===== src/sv/fes_pkg.sv =====
// Shared types and constants for the FIFO-evicting keyed store.
`timescale 1ns / 1ps

package fes_pkg;

    localparam int KEY_W    = 32;
    localparam int HANDLE_W = 32;
    localparam int LIMIT_W  = 7;

    localparam logic [LIMIT_W-1:0] BUFFER_LIMIT_RESET = 7'd64;

    // Action codes of an input item.
    localparam logic ACTION_LOOKUP = 1'b0;
    localparam logic ACTION_ADD    = 1'b1;

    // One input item.
    typedef struct packed {
        logic                       action;
        logic signed [KEY_W-1:0]    key;
        logic        [HANDLE_W-1:0] handle_in;
    } t_item;

    // One result item.
    typedef struct packed {
        logic                hit;
        logic [HANDLE_W-1:0] handle_out;
        logic                duplicate;
        logic                evicted;
    } t_result;

    // One slot of the insertion ring: the queued key, its handle and
    // whether this queued copy currently owns the key's mapping.
    typedef struct packed {
        logic                mapped;
        logic [HANDLE_W-1:0] handle;
        logic [KEY_W-1:0]    key;
    } t_ring_word;

    // Commands from the controller to the datapath.
    typedef struct packed {
        logic load;
        logic scan;
        logic erase_wr;
        logic push_wr;
    } t_dp_cmd;

    // Status from the datapath to the controller.
    typedef struct packed {
        logic scan_done;
        logic erase_pend;
        logic is_add;
    } t_dp_status;

endpackage


===== src/sv/fes_ctrl.sv =====
// Controller state machine that sequences scan, erase, push and result.
`timescale 1ns / 1ps

module fes_ctrl (
    input  logic                i_clk,
    input  logic                i_rst_n,
    input  logic                start,
    input  fes_pkg::t_dp_status i_status,
    output fes_pkg::t_dp_cmd    o_cmd,
    output logic                busy,
    output logic                o_done
);
    import fes_pkg::*;

    typedef enum logic [2:0] {
        S_IDLE,
        S_SCAN,
        S_ERASE,
        S_PUSH,
        S_RESULT
    } t_state;

    t_state r_state;
    t_state n_state;
    logic   r_done;

    // Next state and commands for the datapath.
    always_comb begin
        n_state = r_state;
        o_cmd   = '0;
        case (r_state)
            S_IDLE: begin
                if (start) begin
                    o_cmd.load = 1'b1;
                    n_state    = S_SCAN;
                end
            end
            S_SCAN: begin
                o_cmd.scan = 1'b1;
                if (i_status.scan_done) begin
                    if (i_status.erase_pend) begin
                        n_state = S_ERASE;
                    end else if (i_status.is_add) begin
                        n_state = S_PUSH;
                    end else begin
                        n_state = S_RESULT;
                    end
                end
            end
            S_ERASE: begin
                o_cmd.erase_wr = 1'b1;
                n_state        = i_status.is_add ? S_PUSH : S_RESULT;
            end
            S_PUSH: begin
                o_cmd.push_wr = 1'b1;
                n_state       = S_RESULT;
            end
            S_RESULT: begin
                n_state = S_IDLE;
            end
            default: begin
                n_state = S_IDLE;
            end
        endcase
    end

    // State and the registered result strobe.
    always_ff @(posedge i_clk) begin
        if (!i_rst_n) begin
            r_state <= S_IDLE;
            r_done  <= 1'b0;
        end else begin
            r_state <= n_state;
            r_done  <= (n_state == S_RESULT);
        end
    end

    assign busy   = (r_state != S_IDLE);
    assign o_done = r_done;

endmodule


===== src/sv/fes_datapath.sv =====
// Datapath: insertion ring memory, scan comparator, queue pointers and limit.
`timescale 1ns / 1ps

module fes_datapath #(
    parameter int DEPTH = 64
) (
    input  logic                           i_clk,
    input  logic                           i_rst_n,
    input  fes_pkg::t_dp_cmd               i_cmd,
    output fes_pkg::t_dp_status            o_status,
    input  fes_pkg::t_item                 i_item,
    input  logic                           i_cfg_wr_en,
    input  logic [fes_pkg::LIMIT_W-1:0]    i_cfg_wr_data,
    output fes_pkg::t_result               o_result
);
    import fes_pkg::*;

    localparam int IW = (DEPTH > 1) ? $clog2(DEPTH) : 1;
    localparam int CW = $clog2(DEPTH + 1);
    localparam int SW = CW + 1;
    localparam int LW = (CW > LIMIT_W) ? CW : LIMIT_W;

    // Ring memory.
    t_ring_word r_mem [DEPTH];
    t_ring_word r_rd_word;

    // Queue state and configuration.
    logic [IW-1:0]      r_head;
    logic [CW-1:0]      r_count;
    logic [LIMIT_W-1:0] r_buffer_limit;

    // Current item.
    logic [KEY_W-1:0]    r_key;
    logic [HANDLE_W-1:0] r_handle;
    logic                r_is_add;
    logic                r_evict;

    // Scan engine.
    logic [IW-1:0] r_rd_ptr;
    logic [IW-1:0] r_rd_addr;
    logic [CW-1:0] r_left;
    logic          r_first_issue;
    logic          r_rd_first;
    logic          r_rd_vld;
    logic [KEY_W-1:0] r_old_key;

    // Scan findings.
    logic                r_found;
    logic [HANDLE_W-1:0] r_found_handle;
    logic                r_erase_pend;
    logic [IW-1:0]       r_erase_idx;
    t_ring_word          r_erase_word;

    logic             rd_en;
    logic             evict_cond;
    logic [KEY_W-1:0] old_key;
    logic             old_match;
    logic             new_match;
    logic [IW-1:0]    head_n;
    logic [CW-1:0]    cnt_p;
    logic [SW-1:0]    tail_sum;
    logic [SW-1:0]    tail_full;
    logic             wr_en;
    logic [IW-1:0]    wr_addr;
    t_ring_word       wr_data;

    function automatic logic [IW-1:0] ptr_inc(input logic [IW-1:0] p);
        logic [IW-1:0] r;
        r = (p == IW'(DEPTH - 1)) ? '0 : p + 1'b1;
        return r;
    endfunction

    // Eviction test: a limit of zero behaves as one, above DEPTH as DEPTH.
    assign evict_cond = (r_count != '0) &&
                        ((LW'(r_count) >= LW'(r_buffer_limit)) ||
                         (r_count >= CW'(DEPTH)));

    // Compare of the word from the registered ring read.
    assign old_key   = r_rd_first ? r_rd_word.key : r_old_key;
    assign old_match = r_evict && r_rd_word.mapped && (r_rd_word.key == old_key);
    assign new_match = r_rd_word.mapped && (r_rd_word.key == r_key) &&
                       !(r_evict && (r_rd_word.key == old_key));

    assign rd_en = i_cmd.scan && (r_left != '0);

    // Tail slot after the optional pop.
    assign head_n    = r_evict ? ptr_inc(r_head) : r_head;
    assign cnt_p     = r_count - CW'(r_evict);
    assign tail_sum  = SW'(head_n) + SW'(cnt_p);
    assign tail_full = (tail_sum >= SW'(DEPTH)) ? tail_sum - SW'(DEPTH) : tail_sum;

    // Write port: erase clears a mapping, push appends the new key.
    assign wr_en   = i_cmd.erase_wr || i_cmd.push_wr;
    assign wr_addr = i_cmd.push_wr ? tail_full[IW-1:0] : r_erase_idx;
    always_comb begin
        if (i_cmd.push_wr) begin
            wr_data.mapped = !r_found;
            wr_data.handle = r_handle;
            wr_data.key    = r_key;
        end else begin
            wr_data = r_erase_word;
        end
    end

    // Ring memory with registered read.
    always_ff @(posedge i_clk) begin
        if (rd_en) begin
            r_rd_word <= r_mem[r_rd_ptr];
        end
        if (wr_en) begin
            r_mem[wr_addr] <= wr_data;
        end
    end

    // Control registers: queue pointers, limit and scan sequencing.
    always_ff @(posedge i_clk) begin
        if (!i_rst_n) begin
            r_head         <= '0;
            r_count        <= '0;
            r_buffer_limit <= BUFFER_LIMIT_RESET;
            r_left         <= '0;
            r_rd_vld       <= 1'b0;
            r_first_issue  <= 1'b0;
            r_rd_first     <= 1'b0;
            r_found        <= 1'b0;
            r_erase_pend   <= 1'b0;
            r_is_add       <= 1'b0;
            r_evict        <= 1'b0;
        end else begin
            if (i_cfg_wr_en) begin
                r_buffer_limit <= i_cfg_wr_data;
            end

            if (i_cmd.load) begin
                r_is_add      <= (i_item.action == ACTION_ADD);
                r_evict       <= (i_item.action == ACTION_ADD) && evict_cond;
                r_left        <= r_count;
                r_first_issue <= 1'b1;
                r_rd_vld      <= 1'b0;
                r_found       <= 1'b0;
                r_erase_pend  <= 1'b0;
            end else begin
                // Issue one read per cycle while entries remain.
                r_rd_vld <= rd_en;
                if (rd_en) begin
                    r_left        <= r_left - 1'b1;
                    r_rd_first    <= r_first_issue;
                    r_first_issue <= 1'b0;
                end
                // Record what the word read last cycle matched.
                if (r_rd_vld) begin
                    if (old_match) begin
                        r_erase_pend <= 1'b1;
                    end
                    if (new_match) begin
                        r_found <= 1'b1;
                    end
                end
            end

            if (i_cmd.push_wr) begin
                r_head  <= head_n;
                r_count <= cnt_p + 1'b1;
            end
        end
    end

    // Payload registers of the scan.
    always_ff @(posedge i_clk) begin
        if (i_cmd.load) begin
            r_key    <= i_item.key;
            r_handle <= i_item.handle_in;
            r_rd_ptr <= r_head;
        end else if (rd_en) begin
            r_rd_ptr <= ptr_inc(r_rd_ptr);
        end
        if (rd_en) begin
            r_rd_addr <= r_rd_ptr;
        end
        if (r_rd_vld && r_rd_first) begin
            r_old_key <= r_rd_word.key;
        end
        if (r_rd_vld && old_match) begin
            r_erase_idx         <= r_rd_addr;
            r_erase_word.mapped <= 1'b0;
            r_erase_word.handle <= r_rd_word.handle;
            r_erase_word.key    <= r_rd_word.key;
        end
        if (r_rd_vld && new_match) begin
            r_found_handle <= r_rd_word.handle;
        end
    end

    assign o_status.scan_done  = (r_left == '0) && !r_rd_vld;
    assign o_status.erase_pend = r_erase_pend;
    assign o_status.is_add     = r_is_add;

    // Result fields, stable from the end of the scan until the next load.
    assign o_result.hit        = !r_is_add && r_found;
    assign o_result.handle_out = (!r_is_add && r_found) ? r_found_handle : '0;
    assign o_result.duplicate  = r_is_add && r_found;
    assign o_result.evicted    = r_evict;

endmodule


===== src/sv/fifo_evicting_keyed_store.sv =====
// Top level of the keyed handle store with oldest-first eviction.
//
//  Channel   Ports                         Handshake
//  -------   ---------------------------   ---------------------------------
//  item      start, busy, i_item           taken when start=1 and busy=0
//  result    o_done, o_result              valid for the one cycle o_done=1
//  config    i_cfg_wr_en, i_cfg_wr_data    buffer_limit written when enable=1
//
// An item passes through accept, one ring read per queued key, the registered
// read of the last key and the close of the scan, then the erase (only for an add
// whose popped key is still mapped), the push (adds only) and the result.
// Reset (synchronous, active low) empties the queue and sets buffer_limit to 64.
// The receiver cannot stall: each result shows for one cycle; busy holds till then.
`timescale 1ns / 1ps

module fifo_evicting_keyed_store #(
    parameter int DEPTH = 64
) (
    input  logic                        i_clk,
    input  logic                        i_rst_n,
    input  logic                        start,
    output logic                        busy,
    input  fes_pkg::t_item              i_item,
    input  logic                        i_cfg_wr_en,
    input  logic [fes_pkg::LIMIT_W-1:0] i_cfg_wr_data,
    output logic                        o_done,
    output fes_pkg::t_result            o_result
);
    import fes_pkg::*;

    t_dp_cmd    dp_cmd;
    t_dp_status dp_status;

    // Sequencer.
    fes_ctrl u_ctrl (
        .i_clk    (i_clk),
        .i_rst_n  (i_rst_n),
        .start    (start),
        .i_status (dp_status),
        .o_cmd    (dp_cmd),
        .busy     (busy),
        .o_done   (o_done)
    );

    // Ring storage and compare.
    fes_datapath #(
        .DEPTH (DEPTH)
    ) u_datapath (
        .i_clk         (i_clk),
        .i_rst_n       (i_rst_n),
        .i_cmd         (dp_cmd),
        .o_status      (dp_status),
        .i_item        (i_item),
        .i_cfg_wr_en   (i_cfg_wr_en),
        .i_cfg_wr_data (i_cfg_wr_data),
        .o_result      (o_result)
    );

endmodule


===== config.mk =====
export PLATFORM = sky130hd
export DESIGN_NAME = fifo_evicting_keyed_store
export DESIGN_NICKNAME = d
export VERILOG_FILES = /design/src/sv/fes_pkg.sv /design/src/sv/fes_ctrl.sv /design/src/sv/fes_datapath.sv /design/src/sv/fifo_evicting_keyed_store.sv
export SDC_FILE = /design/constraint.sdc
export NUM_CORES = 2
export LEC_CHECK = 0
export BUFFER_PORTS_ARGS = -buffer_cell sky130_fd_sc_hd__buf_2
export CORE_MARGIN = 2
export CORE_UTILIZATION = 60
export CTS_BUF_LIST = sky130_fd_sc_hd__clkbuf_16
export CTS_CLUSTER_SIZE = 40
export DETAILED_ROUTE_END_ITERATION = 8
export HOLD_SLACK_MARGIN = 0.02
export PLACE_DENSITY = 0.8
export SETUP_SLACK_MARGIN = 0.1
export SYNTH_ARGS = -nofsm -noshare
export SYNTH_HDL_FRONTEND = slang
export SYNTH_MEMORY_MAX_BITS = 65536
export SYNTH_SLANG_ARGS = --single-unit
export TNS_END_PERCENT = 5

===== constraint.sdc =====
create_clock -name i_clk -period 16.1 [get_ports i_clk]
set_input_delay 2.415 -clock i_clk [delete_from_list [all_inputs] [get_ports i_clk]]
set_output_delay 2.415 -clock i_clk [all_outputs]
set_load 0.02 [all_outputs]

==> run summary <==
failing checks: max-capacitance violations, max-slew violations
WP data arrival: 6.49 ns
vias per inst: 7.67
Initial Utilization: 0.603
Fillers: 15482
clock buffer depth: 4
post-synthesis xor/xnor area fraction: 0.00437
RSZ-0062 raised after global routing: false
Mapped Cells: 7335
Total Wirelength: 522 mm
syn avg cell area: 23.2 um^2
post-route clock period utilization: 0.360
Synth Area in Compound Gates: 0.0168
Hold Crit Class: flip-flop to flip-flop
CP top delay family: buffers and inverters
sequential area share after synthesis: 0.786
worst skew pair latency: 1.01 ns
mux cell area share after synthesis: 0.165
Final Max Slew Viols: 4
Psw: 8.26 mW
routed len/inst: 44.0 um
postcts setup bufs: 0
Max Cap Viol: 2
die width: 537 um
Post-synth ARST share: 0
Combinational Power Share: 0.215
setup TNS: 0 ns
# clock sinks: 4473
Synth Area in Adders: 0.00144
CTS tree: built
antenna-violating nets left: 0
number of global-route vias before repair: 90883
first-pass GRT wire length: 718 mm
Pint: 21.2 mW
H-tree depth: 5
height of the die: 537 um
post-synth top area share: 0.782
CP Capture Type: flip-flop
Vias: 90978
post-place setup slack: 10.43 ns
# IOs: 113
Clock Skew: 0.0943 ns
crit path launch type: flip-flop
cell leakage power: 59.8 nW
status: finished, violations left
Final min period: 5.80 ns
Synth Warn #: 0
simple-gate share of the synthesized area: 0.0153
worst setup path category: flip-flop to flip-flop
CP max-delay cell: buf_4
Critical Path RT: 16.79 ns
die area: 0.288 mm^2
Post-synth EDFFs: 4435
routability congestion estimate: 0.876
GRT Residual Overflow: 0
VDD IR-drop max: 0.188 mV
worst-path fanout max: 95
number of synthesized register bits: 4473
Layout area overhead: 11.8%
clock slew at reported path FFs: 0.07 ns
sw frac: 0.280
Nets: 7856
Site Rows: 195
power per cell area: 155 mW/mm^2
hold depth: 0
Crit path depth: 8
area leader, netlist: edfxtp_1
Final Hold Fails: 0
floorplan core area: 0.282 mm^2
1st-iter DRT viols: 18322
dominant register cell in the synthesized netlist: edfxtp_1
layout cell share with drive strength beyond 1: 0.280
cell count of the worst reg-to-reg path: 8
clock network power share: 0.346
syn_nets: 7430
count leader, synth: edfxtp_1
Detailed Routing Iterations Pass 1: 9
initial antenna violation count: 22
# setup viols final: 0
DP HPWL: 242 mm
main combinational cell family by area after synthesis: multiplexers
Cell variety after synth: 58
Port Buf Inserts: 112
CP cell instances: buf_12 > buf_4 > buf_4 > buf_4 > mux4_2 > mux4_2 > a22oi_1 > nand2_1
largest net degree at the start of global routing: 145
ranking of synthesized cells by area: edfxtp_1 78%, mux4_2 16%, mux2i_1 0.83%
root buffer cell: clkbuf_16
Hold-fix buffers, CTS: 0
Synth top cells by count: 4435 x edfxtp_1, 1183 x mux4_2, 318 x nand2_1, 192 x clkbuf_1, 142 x mux2i_1
cell mode on critical path: buf_4
Mapped Area: 0.170 mm^2
Max Clk Rate: 172 MHz
Worst Path Buf+Inv: 4
Post-CTS Resized: 0
critical path's largest stage delay: 0.89 ns
CTS Buf Count: 421
Reg power frac: 0.439
slew margin rel.: -0.0479
DRC violations left: 0
Tightest Pin Transition: 1.56 ns
All-Layer GR Usage: 0.364
final worst slack: 10.30 ns
layout make-up:
| type | instances | area, um^2 | area share |
|---|---|---|---|
| Sequential cell | 4473 | 134000 | 0.703 |
| Clock inverter | 344 | 3170 | 0.0167 |
| Antenna cell | 17 | 42.5 | 0.000223 |
| Tap cell | 3743 | 4680 | 0.0246 |
| Clock buffer | 426 | 10700 | 0.0560 |
| Multi-Input combinational cell | 2445 | 35100 | 0.184 |
| Inverter | 30 | 128 | 0.000670 |
| Timing Repair Buffer | 390 | 2760 | 0.0145 |
state kept, by name, indices dropped and copies added (netlist names), 3 cells and up:
register	flops
u_datapath.r_left	7
u_datapath.r_rd_word	65
u_datapath.r_rd_ptr	6
u_datapath.r_found_handle	32
u_datapath.r_rd_addr	6
u_ctrl.r_state	3
u_datapath.r_handle	32
u_datapath.r_old_key	32
u_datapath.r_head	6
u_datapath.r_count	7
u_datapath.r_erase_word	64
u_datapath.r_erase_idx	6
u_datapath.r_buffer_limit	7
u_datapath.r_key	32
u_datapath.r_mem	4160
cells by family (layout without fill, tap and decap cells):
group	Yosys count	in the layout
other cells	0	17
compound gates	430	430
flops	4473	4473
buf+inv	417	1190
mux	1328	1328
xor+xnor	85	85
fa+ha+maj	19	19
simple gates	583	583
final timing paths:
check / startpoint / end / slack (ns)
max: u_datapath.r_rd_ptr[0] / u_datapath.r_rd_word[13] / 10.30
min: u_datapath.r_rd_addr[1] / u_datapath.r_erase_idx[1] / 0.43
max reg2reg: u_datapath.r_rd_ptr[0] / u_datapath.r_rd_word[13] / 10.30
min reg2reg: u_datapath.r_rd_addr[1] / u_datapath.r_erase_idx[1] / 0.43
per-stage QoR:
step                instances  hold WS (ns)  power [mW]  utilization  area, um^2
floorplan                7335         0.400        17.3            -      170000
global placement        11081         0.402        19.0        0.626      177000
detailed placement      11081         0.405        19.1        0.626      177000
CTS                     11851         0.433        29.3        0.675      190000
global route            11854         0.434        29.9        0.675      190000
finish                  11868         0.433        29.4        0.675      190000
cell usage in the layout (no fill, tap or decap), types with 10 or more instances in the layout:
master         n
edfxtp_1    4435
a21oi_1       90
o22ai_1       91
ha_1          18
o21ai_0       40
nand3_1       10
xnor2_1       51
clkinv_4      10
o221ai_1      55
diode_2       17
buf_2        112
dfxtp_1       38
a211oi_1      34
nor2_4        14
a21boi_0      10
clkinv_1      95
clkbuf_16    426
nor3_2        48
clkinv_2      77
bufinv_16     54
xor2_1        34
buf_4        269
inv_1         94
nor2_1        42
nand2_1      315
nor3_1        32
mux4_2      1183
o21ai_1       10
mux2i_1      142
a22oi_1       54
nand4_1       12
nor4_1        11
and2_1        40
nor2b_1       21
clkinvlp_4    17
layer usage:
layer | vias up | share of wire | GRT usage
li1 | 32062 | - | -
met1 | 46276 | 0.30 | 0.446
met2 | 10170 | 0.47 | 0.562
met3 | 2454 | 0.15 | 0.111
met4 | 16 | 0.088 | 0.252
met5 | - | 0.00034 | 0.00181
power groups by stage:
stage	sequential, mW	combinational, mW	clock, mW
5_1_grt	12.9	6.45	10.6
6_report	12.9	6.34	10.2
3_3_place_gp	13.1	5.81	0
2_1_floorplan	13.1	4.19	0
4_1_cts	12.9	6.20	10.2
3_5_place_dp	13.1	5.92	0
No activity file was read; power rests on OpenSTA's default activity.
